$ cat src/hdl/rmts_pkg.sv
// ----------------------------------------------------------------------------
// rmts_pkg
// Shared types, codes and constants of the rate monotonic tick scheduler.
// ----------------------------------------------------------------------------
package rmts_pkg;

	localparam int MAX_TASKS   = 16;
	localparam int IDX_W       = $clog2(MAX_TASKS);
	localparam int DVD_W       = 23;
	localparam int CNT_W       = 5;
	localparam int SHARE_SCALE = 100;
	localparam logic [6:0] SHARE_LIMIT_RESET = 7'd99;
	localparam logic [10:0] TOTAL_MAX = 11'd2047;

	localparam logic [1:0] ACT_TICK   = 2'd0;
	localparam logic [1:0] ACT_ADMIT  = 2'd1;
	localparam logic [1:0] ACT_REMOVE = 2'd2;

	localparam logic [1:0] ST_OK       = 2'd0;
	localparam logic [1:0] ST_OCCUPIED = 2'd1;
	localparam logic [1:0] ST_OVER     = 2'd2;
	localparam logic [1:0] ST_EMPTY    = 2'd3;

	typedef enum logic [2:0] {
		S_IDLE,
		S_DISP,
		S_DIV,
		S_ADMIT,
		S_SCAN,
		S_UPD,
		S_DONE
	} state_t;

	typedef struct packed {
		logic load;
		logic div_step;
		logic admit_fin;
		logic remove_fin;
		logic none_fin;
		logic scan_step;
		logic upd_step;
		logic emit;
	} cmd_t;

	typedef struct packed {
		logic [1:0] act;
		logic       div_last;
		logic       tab_last;
		logic       out_busy;
	} stat_t;

endpackage

$ cat src/hdl/rmts_ctrl.sv
// ----------------------------------------------------------------------------
// rmts_ctrl
// Sequencer that steps the datapath through one transaction at a time.
// ----------------------------------------------------------------------------
module rmts_ctrl (
	input  logic           clk,
	input  logic           arst_n,
	input  logic           in_valid,
	output logic           in_stall,
	input  rmts_pkg::stat_t st,
	output rmts_pkg::cmd_t  cmd
);
	import rmts_pkg::*;

	state_t state_q, state_d;

	always_ff @(posedge clk or negedge arst_n) begin
		if (!arst_n) begin
			state_q <= S_IDLE;
		end else begin
			state_q <= state_d;
		end
	end

	always_comb begin
		state_d  = state_q;
		cmd      = '0;
		in_stall = 1'b1;
		unique case (state_q)
			S_IDLE: begin
				in_stall = 1'b0;
				if (in_valid) begin
					cmd.load = 1'b1;
					state_d  = S_DISP;
				end
			end
			S_DISP: begin
				case (st.act)
					ACT_TICK:  state_d = S_SCAN;
					ACT_ADMIT: state_d = S_DIV;
					ACT_REMOVE: begin
						cmd.remove_fin = 1'b1;
						state_d        = S_DONE;
					end
					default: begin
						cmd.none_fin = 1'b1;
						state_d      = S_DONE;
					end
				endcase
			end
			S_DIV: begin
				cmd.div_step = 1'b1;
				if (st.div_last) begin
					state_d = S_ADMIT;
				end
			end
			S_ADMIT: begin
				cmd.admit_fin = 1'b1;
				state_d       = S_DONE;
			end
			S_SCAN: begin
				cmd.scan_step = 1'b1;
				if (st.tab_last) begin
					state_d = S_UPD;
				end
			end
			S_UPD: begin
				cmd.upd_step = 1'b1;
				if (st.tab_last) begin
					state_d = S_DONE;
				end
			end
			S_DONE: begin
				if (!st.out_busy) begin
					cmd.emit = 1'b1;
					state_d  = S_IDLE;
				end
			end
			default: state_d = S_IDLE;
		endcase
	end

endmodule

$ cat src/hdl/rmts_dp.sv
// ----------------------------------------------------------------------------
// rmts_dp
// Task table, share divider, priority scan and result register.
// ----------------------------------------------------------------------------
module rmts_dp (
	input  logic             clk,
	input  logic             arst_n,
	input  rmts_pkg::cmd_t   cmd,
	output rmts_pkg::stat_t  st,
	input  logic             cfg_we,
	input  logic [6:0]       cfg_wdata,
	input  logic [1:0]       action,
	input  logic [3:0]       slot,
	input  logic [15:0]      budget,
	input  logic [15:0]      period,
	input  logic [15:0]      runnable_mask,
	output logic             out_valid,
	input  logic             out_stall,
	output logic [1:0]       status,
	output logic [3:0]       chosen_task,
	output logic             idle,
	output logic [10:0]      total_share
);
	import rmts_pkg::*;

	logic [6:0]       limit_q;
	logic [1:0]       act_q;
	logic [IDX_W-1:0] slot_q;
	logic [15:0]      bud_q, per_q, mask_q;
	logic [DVD_W-1:0] dvd_q;
	logic [16:0]      rem_q;
	logic [CNT_W-1:0] cnt_q;
	logic             found_q;
	logic [IDX_W-1:0] best_q;
	logic [15:0]      best_per_q;
	logic [10:0]      total_q;
	logic [1:0]       res_status_q;
	logic [3:0]       res_chosen_q;
	logic             res_idle_q;
	logic             out_valid_q;
	logic [1:0]       out_status_q;
	logic [3:0]       out_chosen_q;
	logic             out_idle_q;
	logic [10:0]      out_total_q;

	logic [MAX_TASKS-1:0] valid_q;
	logic [15:0] tbud_q [MAX_TASKS];
	logic [15:0] tper_q [MAX_TASKS];
	logic [15:0] left_q [MAX_TASKS];
	logic [15:0] cd_q   [MAX_TASKS];
	logic [6:0]  tshare_q [MAX_TASKS];

	logic [IDX_W-1:0] idx;
	logic [16:0]      trial;
	logic             qbit;
	logic             div_last, tab_last;
	logic             eligible;
	logic [11:0]      sum;
	logic [6:0]       rshare;
	logic             admit_ok;

	assign idx      = cnt_q[IDX_W-1:0];
	assign trial    = {rem_q[15:0], dvd_q[DVD_W-1]};
	assign qbit     = (trial >= {1'b0, per_q});
	assign div_last = (cnt_q == CNT_W'(DVD_W - 1));
	assign tab_last = (cnt_q == CNT_W'(MAX_TASKS - 1));
	assign eligible = valid_q[idx] && mask_q[idx] && (left_q[idx] != 16'd0) &&
		(!found_q || (tper_q[idx] < best_per_q));
	assign sum      = {1'b0, total_q} + {5'd0, dvd_q[6:0]};
	assign rshare   = tshare_q[slot_q];
	assign admit_ok = !valid_q[slot_q] && (per_q != 16'd0) &&
		(dvd_q <= {{(DVD_W-7){1'b0}}, limit_q});

	assign st.act      = act_q;
	assign st.div_last = div_last;
	assign st.tab_last = tab_last;
	assign st.out_busy = out_valid_q && out_stall;

	always_ff @(posedge clk or negedge arst_n) begin
		if (!arst_n) begin
			limit_q     <= SHARE_LIMIT_RESET;
			valid_q     <= '0;
			total_q     <= '0;
			cnt_q       <= '0;
			out_valid_q <= 1'b0;
		end else begin
			if (cfg_we) begin
				limit_q <= cfg_wdata;
			end
			if (cmd.load) begin
				cnt_q <= '0;
			end else if ((cmd.div_step && div_last) ||
				((cmd.scan_step || cmd.upd_step) && tab_last)) begin
				cnt_q <= '0;
			end else if (cmd.div_step || cmd.scan_step || cmd.upd_step) begin
				cnt_q <= cnt_q + 1'b1;
			end
			if (cmd.admit_fin && admit_ok) begin
				valid_q[slot_q] <= 1'b1;
				total_q <= sum[11] ? TOTAL_MAX : sum[10:0];
			end
			if (cmd.remove_fin && valid_q[slot_q]) begin
				valid_q[slot_q] <= 1'b0;
				total_q <= (total_q >= {4'd0, rshare}) ? total_q - {4'd0, rshare} : 11'd0;
			end
			if (cmd.emit) begin
				out_valid_q <= 1'b1;
			end else if (!out_stall) begin
				out_valid_q <= 1'b0;
			end
		end
	end

	always_ff @(posedge clk) begin
		if (cmd.load) begin
			act_q   <= action;
			slot_q  <= slot[IDX_W-1:0];
			bud_q   <= budget;
			per_q   <= period;
			mask_q  <= runnable_mask;
			dvd_q   <= DVD_W'(budget) * DVD_W'(SHARE_SCALE);
			rem_q   <= '0;
			found_q <= 1'b0;
			best_q  <= '0;
		end
		if (cmd.div_step) begin
			rem_q <= qbit ? trial - {1'b0, per_q} : trial;
			dvd_q <= {dvd_q[DVD_W-2:0], qbit};
		end
		if (cmd.admit_fin) begin
			res_chosen_q <= '0;
			res_idle_q   <= 1'b0;
			if (valid_q[slot_q]) begin
				res_status_q <= ST_OCCUPIED;
			end else if (!admit_ok) begin
				res_status_q <= ST_OVER;
			end else begin
				res_status_q     <= ST_OK;
				tbud_q[slot_q]   <= bud_q;
				tper_q[slot_q]   <= per_q;
				left_q[slot_q]   <= bud_q;
				cd_q[slot_q]     <= per_q;
				tshare_q[slot_q] <= dvd_q[6:0];
			end
		end
		if (cmd.remove_fin) begin
			res_status_q <= valid_q[slot_q] ? ST_OK : ST_EMPTY;
			res_chosen_q <= '0;
			res_idle_q   <= 1'b0;
		end
		if (cmd.none_fin) begin
			res_status_q <= ST_OK;
			res_chosen_q <= '0;
			res_idle_q   <= 1'b0;
		end
		if (cmd.scan_step && eligible) begin
			found_q    <= 1'b1;
			best_q     <= idx;
			best_per_q <= tper_q[idx];
		end
		if (cmd.upd_step) begin
			if (valid_q[idx]) begin
				if (cd_q[idx] <= 16'd1) begin
					cd_q[idx]   <= tper_q[idx];
					left_q[idx] <= tbud_q[idx];
				end else begin
					cd_q[idx]   <= cd_q[idx] - 16'd1;
					left_q[idx] <= left_q[idx] - {15'd0, (found_q && best_q == idx)};
				end
			end
			if (tab_last) begin
				res_status_q <= ST_OK;
				res_chosen_q <= found_q ? 4'(best_q) : 4'd0;
				res_idle_q   <= !found_q;
			end
		end
		if (cmd.emit) begin
			out_status_q <= res_status_q;
			out_chosen_q <= res_chosen_q;
			out_idle_q   <= res_idle_q;
			out_total_q  <= total_q;
		end
	end

	assign out_valid   = out_valid_q;
	assign status      = out_status_q;
	assign chosen_task = out_chosen_q;
	assign idle        = out_idle_q;
	assign total_share = out_total_q;

endmodule

$ cat src/hdl/rate_monotonic_tick_scheduler.sv
// ----------------------------------------------------------------------------
// rate_monotonic_tick_scheduler
// Periodic task table with admission control and shortest-period grant.
// ----------------------------------------------------------------------------
// A tick makes two 16-entry passes over the task table, one for the grant
// search and one for the countdowns. An admit runs the 23-step restoring
// share divider. One transaction at a time.
// Reset clears the valid bits, the total share and sets the limit to 99.
module rate_monotonic_tick_scheduler (
	input  logic        clk,
	input  logic        arst_n,
	input  logic        cfg_we,
	input  logic [6:0]  cfg_wdata,
	input  logic        in_valid,
	output logic        in_stall,
	input  logic [1:0]  action,
	input  logic [3:0]  slot,
	input  logic [15:0] budget,
	input  logic [15:0] period,
	input  logic [15:0] runnable_mask,
	output logic        out_valid,
	input  logic        out_stall,
	output logic [1:0]  status,
	output logic [3:0]  chosen_task,
	output logic        idle,
	output logic [10:0] total_share
);
	import rmts_pkg::*;

	cmd_t  cmd;
	stat_t st;

	rmts_ctrl u_ctrl (
		.clk      (clk),
		.arst_n   (arst_n),
		.in_valid (in_valid),
		.in_stall (in_stall),
		.st       (st),
		.cmd      (cmd)
	);

	rmts_dp u_dp (
		.clk           (clk),
		.arst_n        (arst_n),
		.cmd           (cmd),
		.st            (st),
		.cfg_we        (cfg_we),
		.cfg_wdata     (cfg_wdata),
		.action        (action),
		.slot          (slot),
		.budget        (budget),
		.period        (period),
		.runnable_mask (runnable_mask),
		.out_valid     (out_valid),
		.out_stall     (out_stall),
		.status        (status),
		.chosen_task   (chosen_task),
		.idle          (idle),
		.total_share   (total_share)
	);

	a_busy_after_accept: assert property (@(posedge clk) disable iff (!arst_n)
		in_valid && !in_stall |=> in_stall)
		else $error("input accepted while a transaction is in progress");

	a_idle_result: assert property (@(posedge clk) disable iff (!arst_n)
		out_valid && idle |-> chosen_task == 4'd0 && status == ST_OK)
		else $error("idle tick carries a grant or an error status");

	a_out_hold: assert property (@(posedge clk) disable iff (!arst_n)
		out_valid && out_stall |=> out_valid)
		else $error("stalled result dropped");

endmodule
$ cat config.mk
export PLATFORM = sky130hd
export DESIGN_NAME = rate_monotonic_tick_scheduler
export DESIGN_NICKNAME = d
export VERILOG_FILES = /design/src/hdl/rmts_pkg.sv /design/src/hdl/rmts_ctrl.sv /design/src/hdl/rmts_dp.sv /design/src/hdl/rate_monotonic_tick_scheduler.sv
export SDC_FILE = /design/constraint.sdc
export NUM_CORES = 2
export LEC_CHECK = 0
export BUFFER_PORTS_ARGS = -buffer_cell sky130_fd_sc_hd__buf_2
export CAP_MARGIN = 20
export CELL_PAD_IN_SITES_DETAIL_PLACEMENT = 0
export CELL_PAD_IN_SITES_GLOBAL_PLACEMENT = 1
export CORE_ASPECT_RATIO = 0.5
export CORE_MARGIN = 2
export CORE_UTILIZATION = 30
export CTS_CLUSTER_SIZE = 30
export DETAILED_ROUTE_END_ITERATION = 8
export GPL_TIMING_DRIVEN = 0
export MAX_ROUTING_LAYER = met4
export PLACE_DENSITY_LB_ADDON = 0.15
export SLEW_MARGIN = 10
export SYNTH_ARGS = -nofsm -noshare
export SYNTH_HDL_FRONTEND = slang
export SYNTH_SLANG_ARGS = --single-unit
$ cat constraint.sdc
create_clock -name clk -period 6.45 [get_ports clk]
set_input_delay 1.6125 -clock clk [delete_from_list [all_inputs] [get_ports clk]]
set_output_delay 1.6125 -clock clk [all_outputs]
set_load 0.03 [all_outputs]
# Word level (Yosys, flattened, before mapping)
# Memory sizes are Yosys's and may differ from the RTL's. A register that Yosys moved wholly into a read port is not among the register bits.
# Index checks and enable logic that the tools add are counted.
op_classes:
  add_sub_neg: 6
  mul: 1
  order_cmp: 8
  eq_ne: 17
  mux: 85
  bitwise_logic: 5
  reduce_logical: 32
ops:
  columns: ["op", "count"]
  rows:
  - ["16-bit two-way mux", 9]
  - ["23-bit two-way mux", 2]
  - ["11-bit two-way mux", 4]
  - ["4-bit two-way mux", 11]
  - ["1-bit two-way mux", 36]
  - ["16-bit nonzero test", 2]
  - ["16-bit OR reduction", 2]
  - ["23-bit by 7-bit <= comparator with 1-bit output", 1]
  - ["16-bit by 5-bit multiplier with 21-bit output, second input constant", 1]
  - ["3-bit case mux with 7 select lines", 1]
  - ["2-bit two-way mux", 9]
  - ["17-bit by 16-bit greater-or-equal comparator with 1-bit output", 1]
  - ["16-bit AND", 1]
  - ["16-bit by 1-bit <= comparator with 1-bit output, second input constant", 1]
  - ["16-bit < comparator", 1]
  - ["16-bit inverter", 1]
  - ["16-bit OR", 1]
  - ["16-bit by 1-bit subtractor with 16-bit output", 1]
  - ["16-bit by 1-bit subtractor with 16-bit output, second input constant", 1]
  - ["16-bit subtractor", 1]
  - ["3-bit two-way mux", 5]
  - ["5-bit two-way mux", 3]
  - ["1-bit logical AND", 13]
  - ["11-bit by 7-bit adder with 12-bit output", 1]
  - ["27 further kinds", 45]
word_totals:
  ff_bits: 182
  ramBits: 1136
  out_inout_bits: 20
  elab_cells: 182
  mem_count: 5
mem_list:
  columns: ["memory", "depth", "word_bits", "read_ports", "rd_clocked_by_memory_dff", "wr", "line", "rtl"]
  rows:
  - ["u_dp.cd_q", 16, 16, 1, 0, 1, "rmts_dp.sv:50", "logic [15:0] cd_q [MAX_TASKS];"]
  - ["u_dp.left_q", 16, 16, 1, 0, 1, "rmts_dp.sv:49", "logic [15:0] left_q [MAX_TASKS];"]
  - ["u_dp.tbud_q", 16, 16, 1, 0, 1, "rmts_dp.sv:47", "logic [15:0] tbud_q [MAX_TASKS];"]
  - ["u_dp.tper_q", 16, 16, 1, 0, 1, "rmts_dp.sv:48", "logic [15:0] tper_q [MAX_TASKS];"]
  - ["u_dp.tshare_q", 16, 7, 1, 1, 1, "rmts_dp.sv:51", "logic [6:0] tshare_q [MAX_TASKS];"]

# Longest topological paths before layout
logic_depth:
  ltp_word: 12
  ltp_mapped: 18
  mapped_depth_nobuf: 14

# Hierarchy
# From an unflattened synthesis, not the netlist that was laid out.
hier_totals:
  hier_cells: 3923
  area_unflattened_um2: 60420.4
by_module_without_submodules:
  columns: ["mod", "n_inst", "cells_each", "area_per_inst_um2", "seq_area_each_um2"]
  rows:
  - ["rmts_dp", 1, 3892, 60138.9, 39292.7]
  - ["rmts_ctrl", 1, 31, 281.5, 75.1]

# Least setup slack after synthesis
# OpenSTA, ideal clock, no wires.
synth_timing:
  kind: "reg2reg"
  start: "reg u_dp.slot_q[0]"
  end: "mem u_dp.tbud_q[5][0] (enable)"
  setup_ps: 484
  t_arrival_ps: 5100
  t_required_ps: 5966
  slack_ps: 867
  path_stages_with_launch: 9
  synth_period_minus_slack_ps: 5583
  cell_sequence: "edfxtp_1 -> buf_6 -> mux4_2 -> mux4_2 -> or2_4 -> nor3_4 -> clkbuf_1 -> nand2_1 -> nor3_1"
synth_via:
  elab_chain_len: 9
synth_rtl:
  columns: ["element", "line", "rtl"]
  rows:
  - ["start: declaration", "rmts_dp.sv:28", "logic [IDX_W-1:0] slot_q;"]
  - ["start signal: assignment", "rmts_dp.sv:117", "slot_q <= slot[IDX_W-1:0];"]
  - ["1-bit binary-select mux with 4-bit select", "rmts_dp.sv:71, rmts_dp.sv:133", null]
  - ["1-bit two-way mux (not written as such)", "rmts_dp.sv:71, rmts_dp.sv:133", null]
  - ["1-bit zero test", "rmts_dp.sv:71", "assign admit_ok = !valid_q[slot_q] && (per_q != 16'd0) &&"]
  - ["1-bit logical AND (2 in series)", "rmts_dp.sv:71", null]
  - ["1-bit two-way mux", "rmts_dp.sv:135", "end else if (!admit_ok) begin"]
  - ["1-bit two-way mux", "rmts_dp.sv:133", "if (valid_q[slot_q]) begin"]
  - ["1-bit two-way mux", "rmts_dp.sv:130", "if (cmd.admit_fin) begin"]
  - ["1-bit two-way mux (not written as such)", "rmts_dp.sv:139", "tbud_q[slot_q] <= bud_q;"]
  - ["end: declaration", "rmts_dp.sv:47", null]
# Parallel ways exist; a longest one is shown, timed or not. The select of a mux whose other input is x is not followed.

# Final worst setup path
layout_timing:
  start: "reg u_dp.cnt_q[2]"
  end: "mem u_dp.left_q[5][6] (data pin)"
layout_via:
  elab_chain_len: 9
layout_rtl:
  columns: ["element", "line", "rtl"]
  rows:
  - ["start: declaration", "rmts_dp.sv:32", "logic [CNT_W-1:0] cnt_q;"]
  - ["start signal: assignment", "rmts_dp.sv:96", "cnt_q <= cnt_q + 1'b1;"]
  - ["memory read 16 x 16 bit", null, null]
  - ["16-bit by 1-bit <= comparator with 1-bit output", "rmts_dp.sv:163", "if (cd_q[idx] <= 16'd1) begin"]
  - ["1-bit two-way mux", "rmts_dp.sv:163", null]
  - ["1-bit two-way mux", "rmts_dp.sv:162", "if (valid_q[idx]) begin"]
  - ["1-bit two-way mux", "rmts_dp.sv:161", "if (cmd.upd_step) begin"]
  - ["1-bit two-way mux (on tied branches)", "rmts_dp.sv:165, rmts_dp.sv:168", null]
  - ["1-bit OR (no line)", null, null]
  - ["16-bit OR reduction (no line)", null, null]
  - ["16-bit two-way mux (no line) *", null, null]
  - ["end: declaration", "rmts_dp.sv:49", null]
# Mark *: on every way between the ends. The rest lies on a longest branch, timed or not. The select of a mux whose other input is x is not followed.

==> impl_table.tex <==
\begin{tabular}{lr}
\hline
Metric & Value \\
\hline
\multicolumn{2}{l}{\textbf{Run status}} \\
Outcome & completed \\
\multicolumn{2}{l}{\textbf{Worst setup path}} \\
Kind of launch point of the worst setup path & register \\
Required time worst endpoint & 6.90 ns \\
Startpoint of the worst-slack reg-to-reg timing path & u\_dp.cnt\_q[2]\$\_DFFE\_PN0P\_ \\
Kind of cell adding the most delay to the critical path & buffers and inverters \\
Sequence of cells on the critical path & buf\_2, buf\_2, clkdlybuf4s15\_2, buf\_2, xor2\_1, nor3\_1, ha\_1, ha\_1, nand4\_1, nor2\_1, xor2\_1, mux2i\_1, o21ai\_2 \\
RR Endpoint & u\_dp.left\_q[5][6]\$\_DFFE\_PP\_ \\
Register-to-Register Path Depth & 13 \\
Setup slack on the worst flop-to-flop path & 0.28 ns \\
Largest stage delay on the critical path & 0.87 ns \\
Max Fanout on Critical Path & 19 \\
Endpoint class of the critical path & register \\
Critical setup path kind & register to register \\
Worst path arrival time & 6.62 ns \\
Critical path buffers and inverters & 4 \\
Cell occurring most often along the worst timing path & buf\_2 \\
CP max-delay cell & clkdlybuf4s15\_2 \\
\multicolumn{2}{l}{\textbf{Finish}} \\
Most frequent cells in the layout & 1267 x edfxtp\_1, 328 x mux4\_2, 135 x clkbuf\_16, 131 x nand2\_1, 125 x inv\_1 \\
Post-route standard cell area excluding fillers & 65200 µm² \\
Share of cells above drive strength 1 & 0.256 \\
Relative area change from synthesis to final layout & 17.7\% \\
Number of nets in the finished design & 3510 \\
Leading cell type in the layout, fill and taps excluded & edfxtp\_1 \\
Final core utilization & 0.356 \\
\multicolumn{2}{l}{\textbf{Timing}} \\
Worst setup skew after layout & 0.0288 ns \\
Final critical-path share of the clock period & 0.957 \\
Relative slew margins & 0.266 \\
Unrepaired setup endpoints after global routing & false \\
Slew at the pin closest to its max-slew limit & 1.10 ns \\
Worst Slack Setup Final & 0.279 ns \\
Final setup violating endpoints & 0 \\
Final Max Slew Viols & 0 \\
Final-layout worst hold slack & 0.437 ns \\
Time the final worst path needs with I/O delays and setup & 6.17 ns \\
Fmax achieved & 162 MHz \\
Final Hold Vio Count & 0 \\
\multicolumn{2}{l}{\textbf{Flow run}} \\
Maximum Capacitance Violations & 0 \\
\multicolumn{2}{l}{\textbf{Synth}} \\
Post-synthesis register bit count & 1322 \\
Synthesized area per cell & 18.7 µm² \\
Main flop type after synthesis & edfxtp\_1 \\
Number of enable-type register cells in the synthesized netlist & 1267 \\
Register area share after synthesis & 0.711 \\
FFs w/ async S/R, synth & 0.0325 \\
Netlist Area Pre-Place & 55400 µm² \\
Post-Synthesis Cells & 2968 \\
Count of different cell masters after synthesis & 83 \\
Number of nets in the synthesized netlist & 3160 \\
Warnings, synthesis & 0 \\
\multicolumn{2}{l}{\textbf{Clock network}} \\
CTS tree & yes \\
Clock Root Buffer & clkbuf\_16 \\
Num CTS Buffers & 132 \\
Clock network latency to the later pin of the worst-skew pair & 0.77 ns \\
CTS H-Tree Depth & 4 \\
Clock transition time at the flip-flop clock pins of the worst setup and hold paths & 0.06 ns \\
Hold bufs inserted after CTS & 0 \\
Clk buf depth & 3 \\
Clk sink count & 1322 \\
\multicolumn{2}{l}{\textbf{Hold path}} \\
Hold Path Stages & 0 \\
End point of the worst hold path & u\_dp.status[0]\$\_DFFE\_PP\_ \\
Critical hold path startpoint & u\_dp.res\_status\_q[0]\$\_DFF\_P\_ \\
Worst hold path type & register to register \\
\multicolumn{2}{l}{\textbf{Detailed routing}} \\
Average via count per standard cell & 5.13 \\
DRC violation count after routing & 0 \\
Routed WL per cell & 28.8 µm \\
Post-DRT Antenna Nets & 0 \\
Iter 0 DRT Violations & 2974 \\
Detailed-route via count & 30037 \\
Aggregate routed wire length & 168 mm \\
Pre-antenna DRT Iters & 5 \\
\multicolumn{2}{l}{\textbf{Placement}} \\
Final weighted congestion of routability-driven global placement & 0.804 \\
Instance area after placement & 61000 µm² \\
DPL Wire Length & 118 mm \\
Worst Setup Slack post-DPL & -1.58 ns \\
Number of port buffers & 85 \\
\multicolumn{2}{l}{\textbf{Floorplan}} \\
Die Outline Area & 188000 µm² \\
Die boundary width & 612 µm \\
\# IOs & 86 \\
Area of the core region & 183000 µm² \\
Cell Rows & 111 \\
Effective utilization at floorplan & 0.302 \\
Die H & 308 µm \\
\multicolumn{2}{l}{\textbf{Power and ir drop}} \\
Max rail drop VDD & 0.203 mV \\
Power density of the placed cells & 395 nW/µm² \\
Leakage power & 21.6 nW \\
\multicolumn{2}{l}{\textbf{Global routing}} \\
Pin count of the biggest net entering global routing & 36 \\
GRT Overall Usage & 0.185 \\
Global-route wire length before repair & 237 mm \\
Vias in the first global route & 30617 \\
Sum of overflow across all layers after global routing & 0 \\
Initial antenna violation count & 8 \\
\hline
\end{tabular}
==> cells in the mapped netlist (all sizes together) (22+ instances only) <==
master / number / area, µm²
nor3: 53 / 308
ha: 112 / 1400
nor2: 106 / 398
xnor2: 36 / 315
a21oi: 60 / 300
nand4: 29 / 181
mux2i: 46 / 460
edfxtp: 1267 / 38000
dfrtp: 39 / 976
a22oi: 42 / 320
clkbuf: 59 / 221
xor2: 22 / 193
nand3: 43 / 215
nand2: 134 / 508
o21ai: 80 / 400
buf: 73 / 470
mux4: 330 / 7440
inv: 127 / 477
==> report_power, final <==
part           internal (mW)  switching [mW]  total, mW
Sequential              10.1           0.415       10.5
Combinational           3.04            4.69       7.73
Clock                   4.19            3.36       7.55
Total                   17.3            8.46       25.8
==> routing by layer <==
metal  track usage  part of all wire  up-vias
met3        0.0242             0.046      166
met1         0.269              0.48    16304
met2         0.278              0.46      762
li1              -                 -    12805
met5             -                 0        -
met4        0.0372             0.015        0
==> registers in the layout, summed over array words and instances (netlist names), 23 cells and up, named ones only <==
register and cells:
u_dp.cd_q 256, u_dp.dvd_q 23, u_dp.tshare_q 112, u_dp.tbud_q 256, u_dp.left_q 256, u_dp.tper_q 256
==> worst max-delay path by stage <==
stage                              startpoint                             to  cells past startpoint
global placement      u_dp.per_q[4]$_DFFE_PP_  u_dp.tper_q[11][10]$_DFFE_PP_                      7
finish              u_dp.cnt_q[2]$_DFFE_PN0P_    u_dp.left_q[5][6]$_DFFE_PP_                     13
CTS                 u_dp.cnt_q[1]$_DFFE_PN0P_    u_dp.left_q[5][6]$_DFFE_PP_                     16
floorplan            u_dp.slot_q[0]$_DFFE_PP_    u_dp.tbud_q[5][0]$_DFFE_PP_                      8
detailed placement  u_dp.cnt_q[2]$_DFFE_PN0P_   u_dp.left_q[12][6]$_DFFE_PP_                     15
global route        u_dp.cnt_q[1]$_DFFE_PN0P_   u_dp.best_per_q[4]$_DFFE_PP_                     16
==> logic make-up (layout without fill, tap and decap cells) <==
| group | after synthesis | after routing | share of synthesized area |
|---|---|---|---|
| fa+ha+maj | 126 | 126 | 0.0304 |
| simple gates | 474 | 474 | 0.0425 |
| xor+xnor | 58 | 58 | 0.00917 |
| flops | 1322 | 1322 | 0.711 |
| compound gates | 345 | 345 | 0.0422 |
| buf+inv | 260 | 710 | 0.0212 |
| mux | 383 | 383 | 0.144 |
| other cells | 0 | 3 | 0 |
==> final cells by class <==
class / count / area (µm²)
Fill cell: 17160 / 118000
Sequential cell: 1322 / 39400
Multi-Input combinational cell: 1386 / 15100
Clock buffer: 167 / 3510
Tap cell: 2429 / 3040
Timing Repair Buffer: 221 / 2370
Buffer: 127 / 693
Clock inverter: 67 / 599
Inverter: 128 / 483
Antenna cell: 3 / 7.51
==> worst register-to-register path: cells and delay by family (launching register included) <==
family | cells | cell delay, ns
flops | 1 | 0.40
mux | 1 | 0.13
buf+inv | 4 | 2.61
fa+ha+maj | 2 | 0.55
compound gates | 1 | 0.61
simple gates | 3 | 1.15
xor+xnor | 2 | 0.38
==> stage by stage <==
step | power, mW | setup TNS (ns) | cells
after floorplan | 15.5 | 0 | 2968
after global placement | 18.4 | -2907.68 | 5482
after detailed placement | 18.5 | -249.59 | 5611
after CTS | 26.1 | 0 | 5844
after global routing | 26.9 | 0 | 5847
final | 25.8 | 0 | 5850
==> repair_timing <==
item / 4_1_cts / 5_1_grt
cloned: 0 / 0
setup endpoints to repair: 281 / 32
resized for setup: 6 / 6
hold endpoints to repair: 0 / 0
setup buffers: 3 / 0
pin swaps: 3 / 0
No activity file was read; power rests on OpenSTA's default activity.
